**src/hdl/ldw_pkg.sv**
```systemverilog
`timescale 1ns / 1ps
`default_nettype none
// ----------------------------------------------------------------------------
// ldw_pkg - shared types and constants of the LCD decimal digit writer
// Field widths, the segment table and the control/status bundles.
// ----------------------------------------------------------------------------
package ldw_pkg;

    localparam int OPCODE_W    = 1;
    localparam int NUMBER_W    = 32;
    localparam int DIGIT_W     = 8;
    localparam int POSITION_W  = 8;
    localparam int REG_INDEX_W = 5;
    localparam int REG_VALUE_W = 8;

    localparam int IMAGE_DEPTH = 12;
    localparam int SLOT_W      = 4;
    localparam int NIBBLES     = 4;
    localparam int NIB_W       = 2;
    localparam int REG_STRIDE  = 5;
    localparam int POS_W       = 3;
    localparam int BCD_W       = 4;
    localparam int MAX_REG     = 17;

    localparam logic [OPCODE_W-1:0] OP_NUMBER = 1'b0;
    localparam logic [OPCODE_W-1:0] OP_DIGIT  = 1'b1;

    localparam logic [DIGIT_W-1:0] DIGIT_MAX = 8'd9;

    // divide by ten: quotient = (v * DIV10_RECIP) >> DIV10_SHIFT, exact for
    // every 32-bit unsigned v
    localparam logic [31:0] DIV10_RECIP = 32'hCCCC_CCCD;
    localparam int          DIV10_SHIFT = 35;
    localparam int          DIV_CYCLES  = 2;

    // segment codes, nibble 0 in the low bits
    localparam logic [15:0] SEG_TABLE [10] = '{
        16'h1551, 16'h0110, 16'h1E11, 16'h1B11, 16'h0B50,
        16'h1B41, 16'h1F41, 16'h0111, 16'h1F51, 16'h0B51
    };

    localparam logic [7:0] HIGH_NIB_MASK = 8'hF0;
    localparam logic [7:0] LOW_NIB_MASK  = 8'h0F;

    typedef struct packed {
        logic accept_en;
        logic load_num;
        logic load_digit;
        logic div_step;
        logic write_nib;
        logic next_digit;
    } ldw_cmd_t;

    typedef struct packed {
        logic num_go;
        logic dig_go;
        logic div_last;
        logic last_nib;
        logic more;
        logic out_free;
    } ldw_status_t;

endpackage
`default_nettype wire

```
**src/hdl/ldw_in_if.sv**
```systemverilog
`timescale 1ns / 1ps
`default_nettype none
// ----------------------------------------------------------------------------
// ldw_in_if - request channel
// Valid/ready channel carrying one number or one positioned digit.
// ----------------------------------------------------------------------------
interface ldw_in_if;
    import ldw_pkg::*;

    logic                         valid;
    logic                         ready;
    logic [OPCODE_W-1:0]          opcode;
    logic signed [NUMBER_W-1:0]   number;
    logic signed [DIGIT_W-1:0]    digit_value;
    logic signed [POSITION_W-1:0] position;

    modport source (output valid, opcode, number, digit_value, position, input ready);
    modport sink   (input valid, opcode, number, digit_value, position, output ready);
endinterface
`default_nettype wire

```
**src/hdl/ldw_out_if.sv**
```systemverilog
`timescale 1ns / 1ps
`default_nettype none
// ----------------------------------------------------------------------------
// ldw_out_if - register write channel
// Valid/ready channel carrying one LCD data register write.
// ----------------------------------------------------------------------------
interface ldw_out_if;
    import ldw_pkg::*;

    logic                   valid;
    logic                   ready;
    logic [REG_INDEX_W-1:0] reg_index;
    logic [REG_VALUE_W-1:0] reg_value;
    logic                   last_write;

    modport source (output valid, reg_index, reg_value, last_write, input ready);
    modport sink   (input valid, reg_index, reg_value, last_write, output ready);
endinterface
`default_nettype wire

```
**src/hdl/lcd_decimal_digit_writer.sv**
```systemverilog
`timescale 1ns / 1ps
`default_nettype none
// ----------------------------------------------------------------------------
// lcd_decimal_digit_writer - decimal digits to segment LCD register writes
// Keeps a twelve-byte display image and emits each byte it updates.
// ----------------------------------------------------------------------------
// Usage:
//   req carries an item: opcode 0 shows a whole number, opcode 1 shows one
//   digit at one position. A transfer happens when valid and ready are high.
//   rsp carries one LCD data register write per transfer (index and new byte);
//   last_write marks the final write caused by an item.
//   A number is split into decimal digits from the right. Each digit goes
//   through a divide by ten (reciprocal multiply, then remainder) and then
//   four nibble writes; a single digit goes straight to its nibble writes,
//   and an item that writes nothing leaves the block idle. One item is
//   worked at a time; req.ready is high only between items.
//   Reset clears the display image and drops any pending write.
//   When the receiver stalls, the write register holds its transfer and the
//   sequencer waits before its next write; the last write of an item may
//   still wait while the next item is taken.
// ----------------------------------------------------------------------------
module lcd_decimal_digit_writer #(
    parameter int DIGIT_COUNT  = 6,
    parameter int NUMBER_WIDTH = 32
) (
    input  wire logic clk,
    input  wire logic rst_n,
    ldw_in_if.sink    req,
    ldw_out_if.source rsp
);
    import ldw_pkg::*;

    ldw_cmd_t    cmd;
    ldw_status_t status;

    // sequencer: decides when to load, divide, write and move on
    ldw_ctrl u_ctrl (
        .clk    (clk),
        .rst_n  (rst_n),
        .status (status),
        .cmd    (cmd)
    );

    // datapath: divider, display image and write register
    ldw_datapath #(
        .DIGIT_COUNT  (DIGIT_COUNT),
        .NUMBER_WIDTH (NUMBER_WIDTH)
    ) u_datapath (
        .clk    (clk),
        .rst_n  (rst_n),
        .req    (req),
        .rsp    (rsp),
        .cmd    (cmd),
        .status (status)
    );

`ifndef ASSERT_OFF
    // a write that is not the last of its item means the block is still busy
    a_busy_mid_item : assert property (@(posedge clk) disable iff (!rst_n)
        rsp.valid && !rsp.last_write |-> !req.ready)
        else $error("intermediate write pending while block takes items");

    // a non-positive number is dropped at once
    a_drop_nonpositive : assert property (@(posedge clk) disable iff (!rst_n)
        req.valid && req.ready && (req.opcode == OP_NUMBER) &&
        (req.number[NUMBER_WIDTH-1] || (req.number[NUMBER_WIDTH-1:0] == '0))
        |=> req.ready)
        else $error("non-positive number did not leave the block idle");

    // written register numbers stay inside the LCD data range
    a_index_range : assert property (@(posedge clk) disable iff (!rst_n)
        rsp.valid |-> (rsp.reg_index <= REG_INDEX_W'(MAX_REG)))
        else $error("register index out of range");
`endif

endmodule
`default_nettype wire

```
**src/hdl/ldw_datapath.sv**
```systemverilog
`timescale 1ns / 1ps
`default_nettype none
// ----------------------------------------------------------------------------
// ldw_datapath - divider, display image and output register
// Divide by ten, segment merge into the image, write register.
// ----------------------------------------------------------------------------
module ldw_datapath #(
    parameter int DIGIT_COUNT  = 6,
    parameter int NUMBER_WIDTH = 32
) (
    input  wire logic             clk,
    input  wire logic             rst_n,
    ldw_in_if.sink                req,
    ldw_out_if.source             rsp,
    input  wire ldw_pkg::ldw_cmd_t    cmd,
    output ldw_pkg::ldw_status_t      status
);
    import ldw_pkg::*;

    localparam int CNT_W = $clog2(DIV_CYCLES);

    logic [NUMBER_WIDTH-1:0] val_reg, val_next;
    logic [NUMBER_WIDTH-1:0] quo_reg, quo_next;
    logic [CNT_W-1:0]        cnt_reg, cnt_next;
    logic [BCD_W-1:0]        digit_reg, digit_next;
    logic [POS_W-1:0]        pos_reg, pos_next;
    logic [NIB_W-1:0]        nib_reg, nib_next;
    logic [7:0]              image_reg [IMAGE_DEPTH];

    logic                    out_valid_reg, out_valid_next;
    logic [REG_INDEX_W-1:0]  out_index_reg;
    logic [REG_VALUE_W-1:0]  out_value_reg;
    logic                    out_last_reg;

    logic [NUMBER_WIDTH-1:0] num_slice;
    logic                    num_ok, dig_ok;
    logic [DIGIT_W-1:0]      dv_u;
    logic [POSITION_W-1:0]   ps_u;
    logic [31:0]             val_wide;
    logic [63:0]             product;
    logic [NUMBER_WIDTH-1:0] quotient;
    logic [BCD_W-1:0]        ten_q_low;
    logic [BCD_W-1:0]        rem_digit;
    logic [1:0]              col;
    logic                    odd;
    logic [SLOT_W-1:0]       slot;
    logic [15:0]             seg_code;
    logic [3:0]              nib_val;
    logic [7:0]              cur_byte, new_byte;
    logic [REG_INDEX_W-1:0]  reg_idx;
    logic                    more;

    // input qualification
    assign num_slice = req.number[NUMBER_WIDTH-1:0];
    assign num_ok    = !num_slice[NUMBER_WIDTH-1] && (num_slice != '0);
    assign dv_u      = req.digit_value;
    assign ps_u      = req.position;
    assign dig_ok    = (dv_u <= DIGIT_MAX) && (ps_u < POSITION_W'(DIGIT_COUNT));

    // divide by ten: reciprocal multiply into quo_reg, then take the
    // remainder from the low four bits of value and ten times quotient
    assign val_wide  = 32'(val_reg);
    assign product   = {32'h0, val_wide} * {32'h0, DIV10_RECIP};
    assign quotient  = NUMBER_WIDTH'(product[63:DIV10_SHIFT]);
    assign ten_q_low = {quo_reg[2:0], 1'b0} + {quo_reg[0], 3'b000};
    assign rem_digit = val_reg[BCD_W-1:0] - ten_q_low;

    // nibble merge
    assign col      = pos_reg[POS_W-1:1];
    assign odd      = pos_reg[0];
    assign slot     = {1'b0, nib_reg, 1'b0} + {2'b00, nib_reg} + {2'b00, col};
    assign seg_code = SEG_TABLE[digit_reg];
    assign nib_val  = seg_code[4*nib_reg +: 4];
    assign cur_byte = image_reg[slot];
    assign new_byte = odd ? ({nib_val, 4'h0} | (cur_byte & LOW_NIB_MASK))
                          : ((cur_byte & HIGH_NIB_MASK) | {4'h0, nib_val});
    assign reg_idx  = REG_INDEX_W'(col) + REG_INDEX_W'(nib_reg) * REG_INDEX_W'(REG_STRIDE);
    assign more     = (val_reg != '0) && (pos_reg != '0);

    assign status.num_go   = req.valid && (req.opcode == OP_NUMBER) && num_ok;
    assign status.dig_go   = req.valid && (req.opcode == OP_DIGIT) && dig_ok;
    assign status.div_last = (cnt_reg == '0);
    assign status.last_nib = (nib_reg == NIB_W'(NIBBLES - 1));
    assign status.more     = more;
    assign status.out_free = !out_valid_reg || rsp.ready;

    assign req.ready      = cmd.accept_en;
    assign rsp.valid      = out_valid_reg;
    assign rsp.reg_index  = out_index_reg;
    assign rsp.reg_value  = out_value_reg;
    assign rsp.last_write = out_last_reg;

    always_comb
    begin
        val_next   = val_reg;
        quo_next   = quo_reg;
        cnt_next   = cnt_reg;
        digit_next = digit_reg;
        pos_next   = pos_reg;
        nib_next   = nib_reg;
        if (cmd.load_num)
        begin
            val_next = num_slice;
            cnt_next = CNT_W'(DIV_CYCLES - 1);
            pos_next = POS_W'(DIGIT_COUNT - 1);
        end
        if (cmd.load_digit)
        begin
            val_next   = '0;
            digit_next = dv_u[BCD_W-1:0];
            pos_next   = ps_u[POS_W-1:0];
            nib_next   = '0;
        end
        if (cmd.div_step)
        begin
            cnt_next = cnt_reg - 1'b1;
            if (cnt_reg == '0)
            begin
                digit_next = rem_digit;
                val_next   = quo_reg;
                nib_next   = '0;
            end
            else
            begin
                quo_next = quotient;
            end
        end
        if (cmd.write_nib)
        begin
            nib_next = nib_reg + 1'b1;
        end
        if (cmd.next_digit)
        begin
            pos_next = pos_reg - 1'b1;
            cnt_next = CNT_W'(DIV_CYCLES - 1);
        end
    end

    always_comb
    begin
        out_valid_next = out_valid_reg;
        if (cmd.write_nib)
        begin
            out_valid_next = 1'b1;
        end
        else if (rsp.ready)
        begin
            out_valid_next = 1'b0;
        end
    end

    always_ff @(posedge clk or negedge rst_n)
    begin
        if (!rst_n)
        begin
            val_reg       <= '0;
            quo_reg       <= '0;
            cnt_reg       <= '0;
            digit_reg     <= '0;
            pos_reg       <= '0;
            nib_reg       <= '0;
            out_valid_reg <= 1'b0;
            for (int i = 0; i < IMAGE_DEPTH; i++)
            begin
                image_reg[i] <= '0;
            end
        end
        else
        begin
            val_reg       <= val_next;
            quo_reg       <= quo_next;
            cnt_reg       <= cnt_next;
            digit_reg     <= digit_next;
            pos_reg       <= pos_next;
            nib_reg       <= nib_next;
            out_valid_reg <= out_valid_next;
            if (cmd.write_nib)
            begin
                image_reg[slot] <= new_byte;
            end
        end
    end

    // write payload, no reset needed
    always_ff @(posedge clk)
    begin
        if (cmd.write_nib)
        begin
            out_index_reg <= reg_idx;
            out_value_reg <= new_byte;
            out_last_reg  <= status.last_nib && !more;
        end
    end

endmodule
`default_nettype wire

```
**src/hdl/ldw_ctrl.sv**
```systemverilog
`timescale 1ns / 1ps
`default_nettype none
// ----------------------------------------------------------------------------
// ldw_ctrl - sequencing state machine
// Steps a number through divide and write phases, a digit through writes.
// ----------------------------------------------------------------------------
module ldw_ctrl (
    input  wire logic                  clk,
    input  wire logic                  rst_n,
    input  wire ldw_pkg::ldw_status_t  status,
    output ldw_pkg::ldw_cmd_t          cmd
);
    import ldw_pkg::*;

    typedef enum logic [2:0] {
        S_IDLE   = 3'b001,
        S_DIVIDE = 3'b010,
        S_WRITE  = 3'b100
    } state_t;

    state_t state_reg, state_next;

    always_comb
    begin
        cmd        = '0;
        state_next = state_reg;
        case (state_reg)
            S_IDLE:
            begin
                cmd.accept_en  = 1'b1;
                cmd.load_num   = status.num_go;
                cmd.load_digit = status.dig_go;
                if (status.num_go)
                begin
                    state_next = S_DIVIDE;
                end
                else if (status.dig_go)
                begin
                    state_next = S_WRITE;
                end
            end
            S_DIVIDE:
            begin
                cmd.div_step = 1'b1;
                if (status.div_last)
                begin
                    state_next = S_WRITE;
                end
            end
            S_WRITE:
            begin
                // hold while the output register is still occupied
                if (status.out_free)
                begin
                    cmd.write_nib = 1'b1;
                    if (status.last_nib)
                    begin
                        if (status.more)
                        begin
                            cmd.next_digit = 1'b1;
                            state_next     = S_DIVIDE;
                        end
                        else
                        begin
                            state_next = S_IDLE;
                        end
                    end
                end
            end
            default:
            begin
                state_next = S_IDLE;
            end
        endcase
    end

    always_ff @(posedge clk or negedge rst_n)
    begin
        if (!rst_n)
        begin
            state_reg <= S_IDLE;
        end
        else
        begin
            state_reg <= state_next;
        end
    end

endmodule
`default_nettype wire

```
**src/flat_wrapper.sv**
```systemverilog
// flat-port wrapper written by rule: the top's interface ports become plain ports
module lcd_decimal_digit_writer_flat import ldw_pkg::*;
#(
    parameter int DIGIT_COUNT  = 6,
    parameter int NUMBER_WIDTH = 32
)
  (clk, rst_n, req_valid, req_opcode, req_number, req_digit_value, req_position, req_ready, rsp_valid, rsp_reg_index, rsp_reg_value, rsp_last_write, rsp_ready);
  ldw_in_if req_i ();
  ldw_out_if rsp_i ();
  input  wire logic clk;
  input  wire logic rst_n;
  input wire logic [$bits(req_i.valid)-1:0] req_valid;
  input wire logic [$bits(req_i.opcode)-1:0] req_opcode;
  input wire logic [$bits(req_i.number)-1:0] req_number;
  input wire logic [$bits(req_i.digit_value)-1:0] req_digit_value;
  input wire logic [$bits(req_i.position)-1:0] req_position;
  output wire logic [$bits(req_i.ready)-1:0] req_ready;
  output wire logic [$bits(rsp_i.valid)-1:0] rsp_valid;
  output wire logic [$bits(rsp_i.reg_index)-1:0] rsp_reg_index;
  output wire logic [$bits(rsp_i.reg_value)-1:0] rsp_reg_value;
  output wire logic [$bits(rsp_i.last_write)-1:0] rsp_last_write;
  input wire logic [$bits(rsp_i.ready)-1:0] rsp_ready;
  assign req_i.valid = req_valid;
  assign req_i.opcode = req_opcode;
  assign req_i.number = req_number;
  assign req_i.digit_value = req_digit_value;
  assign req_i.position = req_position;
  assign req_ready = req_i.ready;
  assign rsp_valid = rsp_i.valid;
  assign rsp_reg_index = rsp_i.reg_index;
  assign rsp_reg_value = rsp_i.reg_value;
  assign rsp_last_write = rsp_i.last_write;
  assign rsp_i.ready = rsp_ready;
  lcd_decimal_digit_writer #(.DIGIT_COUNT(DIGIT_COUNT), .NUMBER_WIDTH(NUMBER_WIDTH)) u_core (.clk(clk), .rst_n(rst_n), .req(req_i), .rsp(rsp_i));
endmodule
```
**config.mk**
```make
export PLATFORM = sky130hd
export DESIGN_NAME = lcd_decimal_digit_writer_flat
export DESIGN_NICKNAME = d
export VERILOG_FILES = /design/src/hdl/ldw_pkg.sv /design/src/hdl/ldw_in_if.sv /design/src/hdl/ldw_out_if.sv /design/src/hdl/lcd_decimal_digit_writer.sv /design/src/hdl/ldw_datapath.sv /design/src/hdl/ldw_ctrl.sv /design/src/flat_wrapper.sv
export SDC_FILE = /design/constraint.sdc
export NUM_CORES = 2
export LEC_CHECK = 0
export ABC_AREA = 1
export BUFFER_PORTS_ARGS = -buffer_cell sky130_fd_sc_hd__clkbuf_2
export CORE_ASPECT_RATIO = 0.5
export CORE_MARGIN = 2
export CORE_UTILIZATION = 60
export CTS_CLUSTER_SIZE = 25
export DETAILED_ROUTE_END_ITERATION = 12
export GPL_TIMING_DRIVEN = 0
export PLACE_DENSITY = 0.77
export SLEW_MARGIN = 20
export SYNTH_ARGS = -nofsm -noshare
export SYNTH_HDL_FRONTEND = slang
export SYNTH_SLANG_ARGS = --single-unit
```
**constraint.sdc**
```tcl
create_clock -name clk -period 7.38 [get_ports clk]
set_input_delay 0.369 -clock clk [delete_from_list [all_inputs] [get_ports clk]]
set_output_delay 0.369 -clock clk [all_outputs]
set_load 0.02 [all_outputs]
```
==> flow_metrics.tcl <==
set metrics [dict create \
    status "complete, no violations" \
    ant_nets 0 \
    grt_setup_unrepaired "false" \
    min_path_type "input port to flip-flop" \
    first_pass_iters 8 \
    synthesis.area_um2 28000 \
    n_antenna_cell 0 \
    grt_usage 0.3742 \
    crit_chain "inv_1, ha_1, xor2_1, xor2_1, fa_1, fa_1, fa_1, fa_1, fa_1, inv_1, fa_1, inv_1, ha_1, nand2_1, nor2_1, inv_1, nor3_1, nand2_1, nor2_1, nand2_1, nand3_1, nand2_1, nand3_1, nand2_1" \
    cp.required_ns 7.72 \
    path_buf_inv 4 \
    synth_edf_count 14 \
    grt_pass1_vias 23250 \
    die_area_um2 48510 \
    clock.fmax_mhz 138.7 \
    netlist.top_cell.by_area "fa_1" \
    clock-sinks 185 \
    clk_latency_ns 0.47 \
    clockBufferDepth 2 \
    drv_slew 0 \
    final.setup.tns_ns 0 \
    tightest_slew_ns 0.8304 \
    grt_pass1_wl_mm 133.7 \
    routed_wl_mm 86.69 \
    slew_headroom 0.4443 \
    critical_path_class "flip-flop to flip-flop" \
    route.detailed.drc 0 \
    dp_hpwl_mm 74.57 \
    start_util 0.6137 \
    final_common_cell "inv_1" \
    slowest_delay_ns 0.62 \
    drt_iter0_markers 3114 \
    cp.arrival_ns 7.55 \
    antenna_found_initial 0 \
    grt_overflow 0 \
    grt_start_max_net_pins 90 \
    synth_fp_nets 4273 \
    async_flop_share 0.9243 \
    synth_area_leaders "fa_1, ha_1, dfrtp_1, inv_1, nand2_1" \
    cpMostUsedCell "fa_1" \
    area_growth_pct 6.444 \
    postCtsSetupBuffers 0 \
    io_pins 69 \
    multi_input_area_um2 19830 \
    via_per_inst 5.618 \
    ys.warnings.count 0 \
    path_delay_family "adder cells" \
    drv_cap 0 \
    syn-instance-count 3451 \
    route.vias.total 23480 \
    clk_pin_slew_ns 0.09 \
    wl_per_cell_um 20.74 \
    core_area_um2 45630 \
    finalCriticalPeriod_ns 7.211 \
    hold_viol 0 \
    cts_root_buffer "clkbuf_16" \
    most-common-layout-cells "inv_1, nand2_1, fa_1" \
    postLayoutCoreUtil 0.6532 \
    die_h_um 156.7 \
    port_buffers 68 \
    largest_reg_flops 96 \
    cp_max_fo 9 \
    finalCritPeriodShare 0.9771 \
    cts_tree "built" \
    yosysSeqAreaShare 0.1679 \
    fp.dieW_um 309.5 \
    yosysUniqueCellTypes 47 \
    cts_buffers 17 \
    rows 55 \
    ys_ff_latch 185 \
    drive_above_1_share 0.05151 \
    h-tree-depth 4 \
    regArea_um2 4715 \
    gp_congestion 1.052 \
    setup_viol 0 \
    cp_slowest_cell "dfrtp_1" \
    skew_ns 0.02583 \
    synth_top_area_share 0.2781 \
    syn_area_per_cell_um2 8.113 \
    nFillCells 3941 \
    synthFlopType "dfrtp_1" \
    worst_setup_path_end_kind "flip-flop" \
    nets 4362 \
    startpoint_type "flip-flop" \
]
-- synth_stat cells, types with 2 or more instances --
| cell type | number |
|---|---|
| a21o_1 | 8 |
| a21oi_1 | 96 |
| a22oi_1 | 40 |
| a31oi_1 | 36 |
| and2_1 | 3 |
| buf_1 | 2 |
| buf_2 | 23 |
| buf_4 | 3 |
| clkbuf_1 | 28 |
| dfrtp_1 | 170 |
| edfxtp_1 | 14 |
| fa_1 | 389 |
| ha_1 | 380 |
| inv_1 | 851 |
| inv_2 | 14 |
| nand2_1 | 796 |
| nand2_2 | 6 |
| nand3_1 | 136 |
| nand3b_1 | 3 |
| nand4_1 | 58 |
| nor2_1 | 195 |
| nor2_2 | 4 |
| nor3_1 | 18 |
| nor4_1 | 6 |
| o21a_1 | 4 |
| o21ai_0 | 63 |
| o21ai_1 | 12 |
| o21ai_4 | 4 |
| o21bai_1 | 18 |
| o22ai_1 | 3 |
| o311ai_0 | 2 |
| or2_2 | 4 |
| xnor2_1 | 11 |
| xor2_1 | 38 |
-- per-stage QoR --
step | setup slack, ns | area [um^2] | cells | hold WS [ns]
final | 0.1689 | 29800 | 4180 | 0.1690
after global routing | 0.003607 | 29800 | 4180 | 0.1707
after CTS | 0.1708 | 29760 | 4180 | 0.1359
after detailed placement | 0.005709 | 29160 | 4147 | 0.4602
after global placement | 0.04638 | 29120 | 4146 | 0.4569
after floorplan | 1.369 | 28000 | 3451 | 0.07341
-- worst paths after layout --
check / startpoint / end / slack, ns / cells after the start
worst max-delay path: u_core.u_datapath.val_reg[5] / u_core.u_datapath.quo_reg[14] / 0.17 / 24
worst min-delay path: rsp_ready / u_core.u_datapath.rsp.valid / 0.17 / 4
worst max register to register: u_core.u_datapath.val_reg[5] / u_core.u_datapath.quo_reg[14] / 0.17 / 24
worst min register to register: u_core.u_datapath.quo_reg[27] / u_core.u_datapath.val_reg[27] / 0.48 / 2
max in group asynchronous: rst_n / u_core.u_datapath.val_reg[16] / 5.89 / 3
min in group asynchronous: rst_n / u_core.u_datapath.image_reg[42] / 0.53 / 2
-- worst register-to-register path, cell delays in order (launching register included) --
cell and delay [ns]:
dfrtp_1 0.62, inv_1 0.13, ha_1 0.54, xor2_1 0.48
xor2_1 0.38, fa_1 0.50, fa_1 0.59, fa_1 0.47
fa_1 0.46, fa_1 0.50, inv_1 0.05, fa_1 0.47
inv_1 0.04, ha_1 0.40, nand2_1 0.15, nor2_1 0.18
inv_1 0.10, nor3_1 0.33, nand2_1 0.21, nor2_1 0.13
nand2_1 0.08, nand3_1 0.09, nand2_1 0.06, nand3_1 0.09
nand2_1 0.06
-- final cells by class --
type / instances / area share
inverters: 866 / 0.1091
multi-input cells: 2344 / 0.6654
well taps: 627 / 0.02632
clock inverters: 14 / 0.005206
plain buffers: 56 / 0.008439
repair buffers: 70 / 0.01297
clock buffers: 18 / 0.01440
flip-flops and latches: 185 / 0.1582
-- cell families after synthesis --
group | synth area share
flip-flops | 0.1679
XOR/XNOR | 0.01533
AND/OR/NAND/NOR | 0.1801
AO/OA/AOI/OAI | 0.06364
adder cells (fa/ha/maj) | 0.4480
buffers and inverters | 0.1250
-- per-layer routing --
layer  up-vias  global-route usage  wire length [um]
li1      10750                   -                 -
met1     11310              0.5225             35830
met2      1268              0.5712             37290
met3       156             0.08992             10260
met4         0              0.1327              3310
met5         -                   0                 0
-- repair_timing --
item                                    CTS  global route
resized for setup                         2            21
endpoints found under the setup margin    1            18
hold buffers                              1             0
endpoints found under the hold margin    33             0
Power is not shown: default switching activity piles up to over one toggle a cycle in this logic, so the estimate is an artifact.
